**config.mk**
```make
export PLATFORM = sky130hd
export DESIGN_NAME = string_to_integer_parser_flat
export DESIGN_NICKNAME = d
export VERILOG_FILES = /design/src/rtl/stp_pkg.sv /design/src/rtl/stp_in_if.sv /design/src/rtl/stp_out_if.sv /design/src/rtl/string_to_integer_parser.sv /design/src/flat_wrapper.sv
export VERILOG_INCLUDE_DIRS = /design/src /design/src/rtl
export SDC_FILE = /design/constraint.sdc
export NUM_CORES = 1
export LEC_CHECK = 0
export ABC_AREA = 1
export BUFFER_PORTS_ARGS = -buffer_cell sky130_fd_sc_hd__clkbuf_2
export CORE_ASPECT_RATIO = 2
export CORE_UTILIZATION = 47
export CTS_CLUSTER_SIZE = 28
export DETAILED_ROUTE_END_ITERATION = 8
export GPL_TIMING_DRIVEN = 0
export PLACE_DENSITY = 0.76
export SLEW_MARGIN = 5
export SYNTH_ARGS = -nofsm -noshare
export SYNTH_HDL_FRONTEND = slang
export SYNTH_SLANG_ARGS = --single-unit
```
**constraint.sdc**
```tcl
create_clock -name i_clk -period 14.75 [get_ports i_clk]
set_clock_uncertainty 0.15 [all_clocks]
set_input_delay 2.2125 -clock i_clk [delete_from_list [all_inputs] [get_ports i_clk]]
set_output_delay 2.2125 -clock i_clk [all_outputs]
set_load 0.03 [all_outputs]
```
**src/rtl/string_to_integer_parser_assert.svh**
```systemverilog
// Assertion macros shared by the parser RTL.
// Users supply the clock and reset by the names i_clk and i_rst_n.
`ifndef STRING_TO_INTEGER_PARSER_ASSERT_SVH
`define STRING_TO_INTEGER_PARSER_ASSERT_SVH

// Same-cycle implication, disabled while reset is held
`define STP_ASSERT_NOW(lbl, ante, cons, msg) \
    lbl: assert property (@(posedge i_clk) disable iff (!i_rst_n) (ante) |-> (cons)) \
        else $error(msg);

// Next-cycle implication, disabled while reset is held
`define STP_ASSERT_NEXT(lbl, ante, cons, msg) \
    lbl: assert property (@(posedge i_clk) disable iff (!i_rst_n) (ante) |=> (cons)) \
        else $error(msg);

`endif

```
**src/rtl/stp_pkg.sv**
```systemverilog
// Shared types, character codes and digit decoding for the string parser.
// No dependencies; referenced by the input channel interface and imported by the top level.
package stp_pkg;

    typedef logic [7:0] t_char;
    typedef logic [5:0] t_base;

    typedef struct packed {
        logic  ok;
        t_base val;
    } t_digit;

    localparam t_char CH_NUL   = 8'h00;
    localparam t_char CH_TAB   = 8'h09;
    localparam t_char CH_SPACE = 8'h20;
    localparam t_char CH_PLUS  = 8'h2B;
    localparam t_char CH_MINUS = 8'h2D;
    localparam t_char CH_ZERO  = 8'h30;
    localparam t_char CH_NINE  = 8'h39;
    localparam t_char CH_UA    = 8'h41;
    localparam t_char CH_UZ    = 8'h5A;
    localparam t_char CH_LA    = 8'h61;
    localparam t_char CH_X     = 8'h78;
    localparam t_char CH_LZ    = 8'h7A;

    localparam t_base BASE_DETECT = 6'd0;
    localparam t_base BASE_OCT    = 6'd8;
    localparam t_base BASE_DEC    = 6'd10;
    localparam t_base BASE_HEX    = 6'd16;

    // Digit value of a character: 0-9, then letters of either case as 10..35
    function automatic t_digit digit_of(input t_char c);
        t_digit d;
        t_char  t;
        d = '0;
        t = '0;
        if (c >= CH_ZERO && c <= CH_NINE) begin
            t = c - CH_ZERO;
            d.ok = 1'b1;
        end else if (c >= CH_LA && c <= CH_LZ) begin
            t = c - CH_LA + 8'd10;
            d.ok = 1'b1;
        end else if (c >= CH_UA && c <= CH_UZ) begin
            t = c - CH_UA + 8'd10;
            d.ok = 1'b1;
        end
        d.val = t[5:0];
        return d;
    endfunction

endpackage

```
**src/rtl/stp_in_if.sv**
```systemverilog
// Input character channel: valid/ready handshake, one byte per beat.
// Depends on stp_pkg for the character type.
interface stp_in_if;
    logic           valid;
    logic           ready;
    stp_pkg::t_char ch;

    modport source (output valid, output ch, input ready);
    modport sink   (input valid, input ch, output ready);
endinterface

```
**src/rtl/stp_out_if.sv**
```systemverilog
// Result channel: valid/ready handshake carrying parsed value and end offset.
// Widths follow the parser's VALUE_WIDTH and OFFSET_WIDTH.
interface stp_out_if #(
    parameter int VALUE_WIDTH  = 32,
    parameter int OFFSET_WIDTH = 16
);
    logic                          valid;
    logic                          ready;
    logic signed [VALUE_WIDTH-1:0] value;
    logic [OFFSET_WIDTH-1:0]       end_offset;

    modport source (output valid, output value, output end_offset, input ready);
    modport sink   (input valid, input value, input end_offset, output ready);
endinterface

```
**src/rtl/string_to_integer_parser.sv**
```systemverilog
// Streaming integer parser: one string byte per beat, one result per string.
// Latency: a result is valid the cycle after the byte that ends the number.
// Throughput: one byte per cycle; the input is held off only while a result
// sits in the output register and the sink is not ready.
// Reset (synchronous, active low): parser idle at string start, base register 0.
// Depends on stp_pkg, stp_in_if, stp_out_if and the assertion macro header.
`include "string_to_integer_parser_assert.svh"

module string_to_integer_parser #(
    parameter int VALUE_WIDTH  = 32,
    parameter int OFFSET_WIDTH = 16
) (
    input  logic              i_clk,
    input  logic              i_rst_n,
    input  logic              i_cfg_valid,
    input  stp_pkg::t_base    i_cfg_data,
    output logic              o_cfg_ready,
    stp_in_if.sink            i_in,
    stp_out_if.source         o_out
);
    import stp_pkg::*;

    typedef enum logic [2:0] {
        PH_LEAD,
        PH_SIGNED,
        PH_ZERO,
        PH_DIGITS,
        PH_DRAIN
    } t_phase;

    // Architectural state
    t_phase                  r_phase,   n_phase;
    logic                    r_neg,     n_neg;
    logic [VALUE_WIDTH-1:0]  r_acc,     n_acc;
    t_base                   r_abase,   n_abase;
    logic [OFFSET_WIDTH-1:0] r_cnt,     n_cnt;
    t_base                   r_cfg_base;

    // Result register
    logic                          r_out_valid;
    logic signed [VALUE_WIDTH-1:0] r_out_value;
    logic [OFFSET_WIDTH-1:0]       r_out_offset;

    logic                    in_fire, out_fire;
    t_digit                  dig;
    t_base                   use_base;
    logic                    take, hit, inc, clr, emit;
    logic [VALUE_WIDTH-1:0]  prod;
    logic [VALUE_WIDTH-1:0]  res_value;

    assign o_cfg_ready = 1'b1;
    assign i_in.ready  = !r_out_valid || o_out.ready;
    assign in_fire     = i_in.valid && i_in.ready;
    assign out_fire    = r_out_valid && o_out.ready;

    assign o_out.valid      = r_out_valid;
    assign o_out.value      = r_out_value;
    assign o_out.end_offset = r_out_offset;

    assign dig  = digit_of(i_in.ch);
    assign hit  = dig.ok && (dig.val < use_base);
    // Multiply-add by the radix, wrapping at the value width
    assign prod = VALUE_WIDTH'(r_acc * VALUE_WIDTH'(use_base)) + VALUE_WIDTH'(dig.val);
    assign res_value = r_neg ? (VALUE_WIDTH'(0) - r_acc) : r_acc;

    // Next-state decode for one accepted byte
    always_comb begin
        n_phase  = r_phase;
        n_neg    = r_neg;
        n_acc    = r_acc;
        n_abase  = r_abase;
        n_cnt    = r_cnt;
        use_base = r_abase;
        take     = 1'b0;
        inc      = 1'b0;
        clr      = 1'b0;
        emit     = 1'b0;

        unique case (r_phase)
            PH_LEAD, PH_SIGNED: begin
                if (r_phase == PH_LEAD && (i_in.ch == CH_SPACE || i_in.ch == CH_TAB)) begin
                    inc = 1'b1;
                end else if (r_phase == PH_LEAD &&
                             (i_in.ch == CH_PLUS || i_in.ch == CH_MINUS)) begin
                    n_neg   = (i_in.ch == CH_MINUS);
                    inc     = 1'b1;
                    n_phase = PH_SIGNED;
                end else if (i_in.ch == CH_ZERO &&
                             (r_cfg_base == BASE_DETECT || r_cfg_base == BASE_HEX)) begin
                    n_abase = r_cfg_base;
                    inc     = 1'b1;
                    n_phase = PH_ZERO;
                end else begin
                    use_base = (r_cfg_base == BASE_DETECT) ? BASE_DEC : r_cfg_base;
                    take     = 1'b1;
                end
            end
            PH_ZERO: begin
                if (i_in.ch == CH_X) begin
                    n_abase = BASE_HEX;
                    inc     = 1'b1;
                    n_phase = PH_DIGITS;
                end else begin
                    use_base = (r_abase == BASE_DETECT) ? BASE_OCT : r_abase;
                    take     = 1'b1;
                end
            end
            PH_DIGITS: begin
                take = 1'b1;
            end
            PH_DRAIN: begin
                clr = (i_in.ch == CH_NUL);
            end
            default: begin
                clr = 1'b1;
            end
        endcase

        // Shared digit step: accumulate or close the number
        if (take) begin
            n_abase = use_base;
            n_phase = PH_DIGITS;
            if (hit) begin
                n_acc = prod;
                inc   = 1'b1;
            end else begin
                emit    = 1'b1;
                clr     = (i_in.ch == CH_NUL);
                n_phase = PH_DRAIN;
            end
        end

        if (inc && r_cnt != '1) begin
            n_cnt = r_cnt + 1'b1;
        end

        if (clr) begin
            n_phase = PH_LEAD;
            n_neg   = 1'b0;
            n_acc   = '0;
            n_abase = BASE_DETECT;
            n_cnt   = '0;
        end
    end

    // State, config and result registers
    always_ff @(posedge i_clk) begin
        if (!i_rst_n) begin
            r_phase     <= PH_LEAD;
            r_neg       <= 1'b0;
            r_acc       <= '0;
            r_abase     <= BASE_DETECT;
            r_cnt       <= '0;
            r_cfg_base  <= BASE_DETECT;
            r_out_valid <= 1'b0;
        end else begin
            if (i_cfg_valid) begin
                r_cfg_base <= i_cfg_data;
            end
            if (in_fire) begin
                r_phase <= n_phase;
                r_neg   <= n_neg;
                r_acc   <= n_acc;
                r_abase <= n_abase;
                r_cnt   <= n_cnt;
            end
            if (in_fire && emit) begin
                r_out_valid <= 1'b1;
            end else if (out_fire) begin
                r_out_valid <= 1'b0;
            end
        end
        if (in_fire && emit) begin
            r_out_value  <= res_value;
            r_out_offset <= r_cnt;
        end
    end

    // Checks
    `STP_ASSERT_NOW(a_ready_when_empty, !r_out_valid, i_in.ready,
        "input stalled with empty result register")
    `STP_ASSERT_NEXT(a_nul_restarts, in_fire && i_in.ch == CH_NUL,
        r_phase == PH_LEAD && r_cnt == '0 && r_acc == '0,
        "string terminator did not restart the parser")
    `STP_ASSERT_NEXT(a_no_spurious_result, (!r_out_valid || out_fire) && !in_fire,
        !r_out_valid, "result appeared without an accepted byte")
    `STP_ASSERT_NOW(a_digits_base_set, r_phase == PH_DIGITS, r_abase != BASE_DETECT,
        "digit phase entered without a radix")
    `STP_ASSERT_NOW(a_zero_prefix_base, r_phase == PH_ZERO,
        r_abase == BASE_DETECT || r_abase == BASE_HEX,
        "prefix phase holds an unexpected radix")

endmodule
```
**src/flat_wrapper.sv**
```systemverilog
// flat-port wrapper written by rule: the top's interface ports become plain ports
module string_to_integer_parser_flat import stp_pkg::*;
#(
    parameter int VALUE_WIDTH  = 32,
    parameter int OFFSET_WIDTH = 16
)
  (i_clk, i_rst_n, i_cfg_valid, i_cfg_data, o_cfg_ready, i_in_valid, i_in_ch, i_in_ready, o_out_valid, o_out_value, o_out_end_offset, o_out_ready);
  stp_in_if i_in_i ();
  stp_out_if #(.VALUE_WIDTH(VALUE_WIDTH), .OFFSET_WIDTH(OFFSET_WIDTH)) o_out_i ();
  input  logic i_clk;
  input  logic i_rst_n;
  input  logic i_cfg_valid;
  input  stp_pkg::t_base i_cfg_data;
  output logic o_cfg_ready;
  input wire logic [$bits(i_in_i.valid)-1:0] i_in_valid;
  input wire logic [$bits(i_in_i.ch)-1:0] i_in_ch;
  output wire logic [$bits(i_in_i.ready)-1:0] i_in_ready;
  output wire logic [$bits(o_out_i.valid)-1:0] o_out_valid;
  output wire logic [$bits(o_out_i.value)-1:0] o_out_value;
  output wire logic [$bits(o_out_i.end_offset)-1:0] o_out_end_offset;
  input wire logic [$bits(o_out_i.ready)-1:0] o_out_ready;
  assign i_in_i.valid = i_in_valid;
  assign i_in_i.ch = i_in_ch;
  assign i_in_ready = i_in_i.ready;
  assign o_out_valid = o_out_i.valid;
  assign o_out_value = o_out_i.value;
  assign o_out_end_offset = o_out_i.end_offset;
  assign o_out_i.ready = o_out_ready;
  string_to_integer_parser #(.VALUE_WIDTH(VALUE_WIDTH), .OFFSET_WIDTH(OFFSET_WIDTH)) u_core (.i_clk(i_clk), .i_rst_n(i_rst_n), .i_cfg_valid(i_cfg_valid), .i_cfg_data(i_cfg_data), .o_cfg_ready(o_cfg_ready), .i_in(i_in_i), .o_out(o_out_i));
endmodule
```
== Yosys cells after proc, flatten, opt, wreduce, memory -nomap -nowiden ==
Index checks and enable logic that the tools add are counted.

* Equality and inequality tests: 18
* Reduce and logical (&&, ||, !) cells: 34
* Multiplexer cells: 57
* $lt $le $gt $ge: 7
* $add $sub $neg: 8
* Multiply operators: 1

{| class="wikitable"
|+ Operators by type and width
! operator !! count
|-
| two-way mux 32 bit || 4
|-
| two-way mux 6 bit || 15
|-
| adder 32 x 6 -> 32 bit || 1
|-
| == test 8 x 6 -> 1 bit (second input constant) || 4
|-
| multiplier 32 x 6 -> 32 bit || 1
|-
| two-way mux 16 bit || 2
|-
| subtractor 1 x 32 -> 32 bit (first input constant) || 1
|-
| one-hot mux 6 bit (2 select lines) || 2
|-
| two-way mux 1 bit || 23
|-
| two-way mux 3 bit || 7
|-
| adder 16 x 1 -> 16 bit (second input constant) || 1
|-
| greater-or-equal comparator 8 x 7 -> 1 bit (second input constant) || 2
|-
| less-or-equal comparator 8 x 7 -> 1 bit (second input constant) || 2
|-
| inequality test 16 bit (second input constant) || 1
|-
| adder 6 x 4 -> 6 bit (second input constant) || 2
|-
| logical NOT 6 bit || 2
|-
| nonzero test 2 bit || 6
|-
| subtractor 6 bit (second input constant) || 2
|-
| logical AND 1 bit || 11
|-
| == test 8 x 4 -> 1 bit (second input constant) || 1
|-
| == test 8 x 7 -> 1 bit (second input constant) || 1
|-
| greater-or-equal comparator 8 x 6 -> 1 bit (second input constant) || 1
|-
| less-or-equal comparator 8 x 6 -> 1 bit (second input constant) || 1
|-
| logical NOT 8 bit || 1
|-
| other kinds (24) || 31
|}

* Input port bits: 19
* Register bits after elaboration: 113
* Output and inout port bits: 51

== Logic depth before layout (Yosys ltp) ==
* Depth in word-level cells: 14
* Gate-level depth with buffers: 39
* Mapped depth without buffers: 38

== Worst setup path before layout ==
Ideal clock, no wire load.

* Kind: input -> register
* From: input port i_in_ch[4]
* To: register u_core.r_acc[22]
* Data required time: 14.468 ns
* Slack: 6.840 ns
* Library setup time: 0.132 ns
* Path buffers: 2
* Arrival time: 7.628 ns
* Stages on the path: 33
* Path through: inv_1 > ha_1 > inv_1 > nor2_1 > nand2_2 > nand2_2 > nand2_4 > nand3_4 > nand2_1 > nand3_1 > clkbuf_1 > clkbuf_1 > nand2_1 > fa_1 > fa_1 > inv_1 > fa_1 > inv_1 > fa_1 > inv_1 > ha_1 > inv_1 > nor3_1 > nand2_1 > nand2_1 > a21oi_1 > o21ai_0 > a21boi_0 > o21bai_1 > xnor2_1 > nor2_1 > nand2_1 > a21oi_1

* Cells in the longest elaborated chain, start to end: 12
* Elaborated cells between the ends (all ways): 55

{| class="wikitable"
|+ RTL lines
! what !! RTL line !! RTL
|-
| start: declaration || flat_wrapper.sv:16 || <nowiki>input wire logic [$bits(i_in_i.ch)-1:0] i_in_ch;</nowiki>
|-
| parallel branches: the longest is 12 deep, another holds multiplier 32 x 6 -> 32 bit || n/a ||
|-
| end signal: assignment || string_to_integer_parser.sv:163 || <nowiki>r_acc <= n_acc;</nowiki>
|-
| end: declaration || string_to_integer_parser.sv:34 || <nowiki>logic [VALUE_WIDTH-1:0] r_acc, n_acc;</nowiki>
|}

Several ways; the timed one is not identified. The select of a mux whose other input is x is not followed.
A chain may end at the register's enable or synchronous reset.

== Worst setup path after layout ==
Same ends and word-level chain as after synthesis.

==> impl_metrics.yaml <==
status:
  outcome: "completed"
yosys:
  ys_seq_area_frac: 0.239
  yosysMostFrequentCell: "nor2_1"
  synth_top_family_by_area: "adder cells"
  synth_ff_type: "dfxtp_1"
  syn_inst: 1461
  synth_seq_cells: 113
  synth_top_area_frac: 0.196
  synth-compound-area-share: 0.0887
  syn_avg_cell_area_um2: 7.84
  synth.cell_area_um2: 11500
  synth-simple-area-share: 0.245
  synthArstFlopShare: 0
  yosysWarnings: 0
  synth_fa_ha_area_frac: 0.282
  synthMuxAreaShare: 0.000873
  syn_nets: 1671
  synth_edf_count: 48
  synth_cell_types: 51
  synth_xor_area_frac: 0.0566
  synth_area_leaders: "fa_1 20%, edfxtp_1 13%, dfxtp_1 11%"
  synth_common_cells: "241 x nor2_1, 235 x nand2_1, 188 x inv_1, 112 x fa_1, 91 x nand3_1"
  synth_top_area_cell: "fa_1"
global_routing:
  grt_pass1_vias: 10800
  grt.overflow.total: 0
  antenna_found_initial: 0
  grt_max_degree: 30
  grtUsageTotal: 0.271
  grt_pass1_wl_um: 52200
routing:
  vias: 10400
  viasPerCell: 5.63
  wire_per_inst_um: 17.6
  drt_first_pass_iters: 6
  drtAntennaViolNets: 0
  drtIter0Drc: 829
  drc: 0
  routed_wl_um: 32600
worst_setup_path:
  start_kind: "input port"
  reg2reg_from: "u_core.r_phase[0]"
  cp.arrival_ns: 9.54
  timing.rr.end: "u_core.r_acc[22]"
  path_class: "input port to register"
  crit_path_end_kind: "register"
  r2r_cells: 32
  path_common_cell: "inv_1"
  cpPeakStageDelay_ns: 0.56
  path_max_fanout: 10
  critPathRequiredTime_ns: 14.96
  rrSetupSlack_ns: 7.21
  cp_slowest_cell: "fa_1"
layout:
  area_growth_pct: 11.9
  drive_gt1_frac: 0.113
  n_antenna_cell: 0
  fin_nets: 1758
die:
  initial_core_util: 0.479
  dieArea_um2: 25000
  rows: 80
  die_w_um: 112
  core_area_um2: 23900
  die_y_um: 223
  pin_count: 70
power_and_ir_drop:
  cellLeakagePower_nw: 6.29
  power_density_nw_per_um2: 121
  ir_drop_mv: 0.0903
  total_power_mw: 1.55
timing:
  finalSetupViolations: 0
  tns_ns: 0
  worst_pin_slew_ns: 0.786
  min_period_over_period: 0.633
  max_freq_mhz: 107
  grt_setup_unrepaired: "no"
  min_period_ns: 9.33
  max-slew-margin-rel: 0.476
  slew_viol_final: 0
  hold_violations: 0
flow_run:
  cap_violations: 0
hold_path:
  min_path_cells: 0
  hp-start: "u_core.r_cnt[1]"
  whs_endpoint: "u_core.o_out.end_offset[1]"
  hp-class: "register to register"
place:
  gp_congestion: 0.955
  dp_hpwl_um: 26500
  io_buffers: 67
clock_network:
  clockRootBuffer: "clkbuf_16"
  cts_setup_buffers: 0
  postCtsHoldBufs: 0
  cts_tree: "done"
  path_clk_slew_ns: 0.06
  cts.sinks: 113
  numCtsBuffers: 17
  cts_resized: 0
  insertion_delay_ns: 0.43
  cts_buffer_depth: 2
  h-tree-depth: 4
-- sequential cells by signal, summed over array words and instances (netlist names) --
register	cells
u_core.r_cnt	16
u_core.o_out.valid	1
u_core.o_out.value	32
u_core.r_phase	3
u_core.r_acc	32
u_core.r_neg	1
u_core.r_cfg_base	6
u_core.r_abase	6
u_core.o_out.end_offset	16
-- how the worst max path moves through the flow --
stage          startpoint          endpoint  slack [ns]  depth (start not counted)
4_1_cts        i_in_ch[4]  u_core.r_acc[22]        5.57                         34
5_1_grt        i_in_ch[4]  u_core.r_acc[22]        5.11                         34
3_3_place_gp   i_in_ch[4]  u_core.r_acc[22]        5.27                         34
2_1_floorplan  i_in_ch[4]  u_core.r_acc[22]        6.84                         33
6_report       i_in_ch[4]  u_core.r_acc[22]        5.42                         34
3_5_place_dp   i_in_ch[4]  u_core.r_acc[22]        5.17                         34
-- through the flow --
| stage | instances | hold WS, ns | setup WS, ns | instance area (um^2) | utilization |
|---|---|---|---|---|---|
| detailed placement | 1816 | 0.302 | 5.17 | 12200 | 0.509 |
| finish | 1848 | 0.319 | 5.42 | 12800 | 0.536 |
| CTS | 1848 | 0.318 | 5.57 | 12800 | 0.536 |
| global route | 1848 | 0.335 | 5.11 | 12800 | 0.536 |
| floorplan | 1461 | 0.281 | 6.84 | 11500 | - |
| global placement | 1815 | 0.296 | 5.27 | 12200 | 0.508 |
-- layout make-up --
cell class / count / area (um^2)
Sequential cell: 113 / 2740
Tap cell: 287 / 359
Timing Repair Buffer: 68 / 355
Clock buffer: 17 / 425
Multi-Input combinational cell: 1096 / 7720
Buffer: 45 / 225
Clock inverter: 15 / 211
Inverter: 207 / 777
Fill cell: 2156 / 11100
-- layout by cell type (no fill, tap or decap), types with 4 or more instances in the layout --
| cell type | synthesis | final |
|---|---|---|
| a21oi_2 | 10 | 10 |
| nand2_2 | 17 | 17 |
| xnor2_1 | 16 | 16 |
| nor2_1 | 241 | 240 |
| o21ai_0 | 38 | 38 |
| nand2_4 | 7 | 7 |
| a21oi_1 | 90 | 90 |
| clkinv_4 | 0 | 8 |
| clkinv_1 | 8 | 8 |
| inv_2 | 11 | 11 |
| bufinv_16 | 0 | 4 |
| xor2_1 | 58 | 58 |
| a22oi_1 | 6 | 6 |
| a21o_1 | 4 | 4 |
| o21ai_1 | 8 | 8 |
| nand2_1 | 235 | 235 |
| clkbuf_2 | 0 | 67 |
| buf_2 | 9 | 9 |
| a31oi_1 | 5 | 5 |
| o21bai_1 | 4 | 4 |
| clkbuf_1 | 24 | 24 |
| a211oi_1 | 4 | 4 |
| buf_1 | 5 | 5 |
| fa_1 | 112 | 112 |
| ha_1 | 79 | 79 |
| nor3_1 | 21 | 21 |
| dfxtp_1 | 65 | 65 |
| nand3_1 | 91 | 91 |
| or2_2 | 5 | 5 |
| inv_1 | 188 | 188 |
| edfxtp_1 | 48 | 48 |
| clkbuf_16 | 0 | 17 |
| nand4_1 | 18 | 18 |
-- critical path, delay by kind of cell --
family	cells	cell delay, ns
compound gates	5	1.33
buf+inv	9	1.65
fa+ha+maj	6	2.69
simple gates	13	1.49
xor+xnor	1	0.16
-- cells by family after synthesis --
family                   Yosys count
AO/OA/AOI/OAI                    179
XOR/XNOR                          74
adder cells (fa/ha/maj)          191
buffers and inverters            252
flip-flops                       113
multiplexers                       1
other                              1
AND/OR/NAND/NOR                  650
-- routing by layer --
metal	global-route usage	vias up	share of wire
met5	0	-	0
met4	0.223	0	0.085
met3	0.0357	166	0.044
met2	0.513	469	0.55
met1	0.255	4923	0.32
li1	-	4851	-
-- power by group --
| group | total, mW | internal, mW | switching, mW |
|---|---|---|---|
| clock | 0.448 | 0.285 | 0.163 |
| combinational | 0.668 | 0.160 | 0.509 |
| sequential | 0.438 | 0.405 | 0.0331 |
| total | 1.55 | 0.850 | 0.705 |
Power figures use the tool's default switching activity.
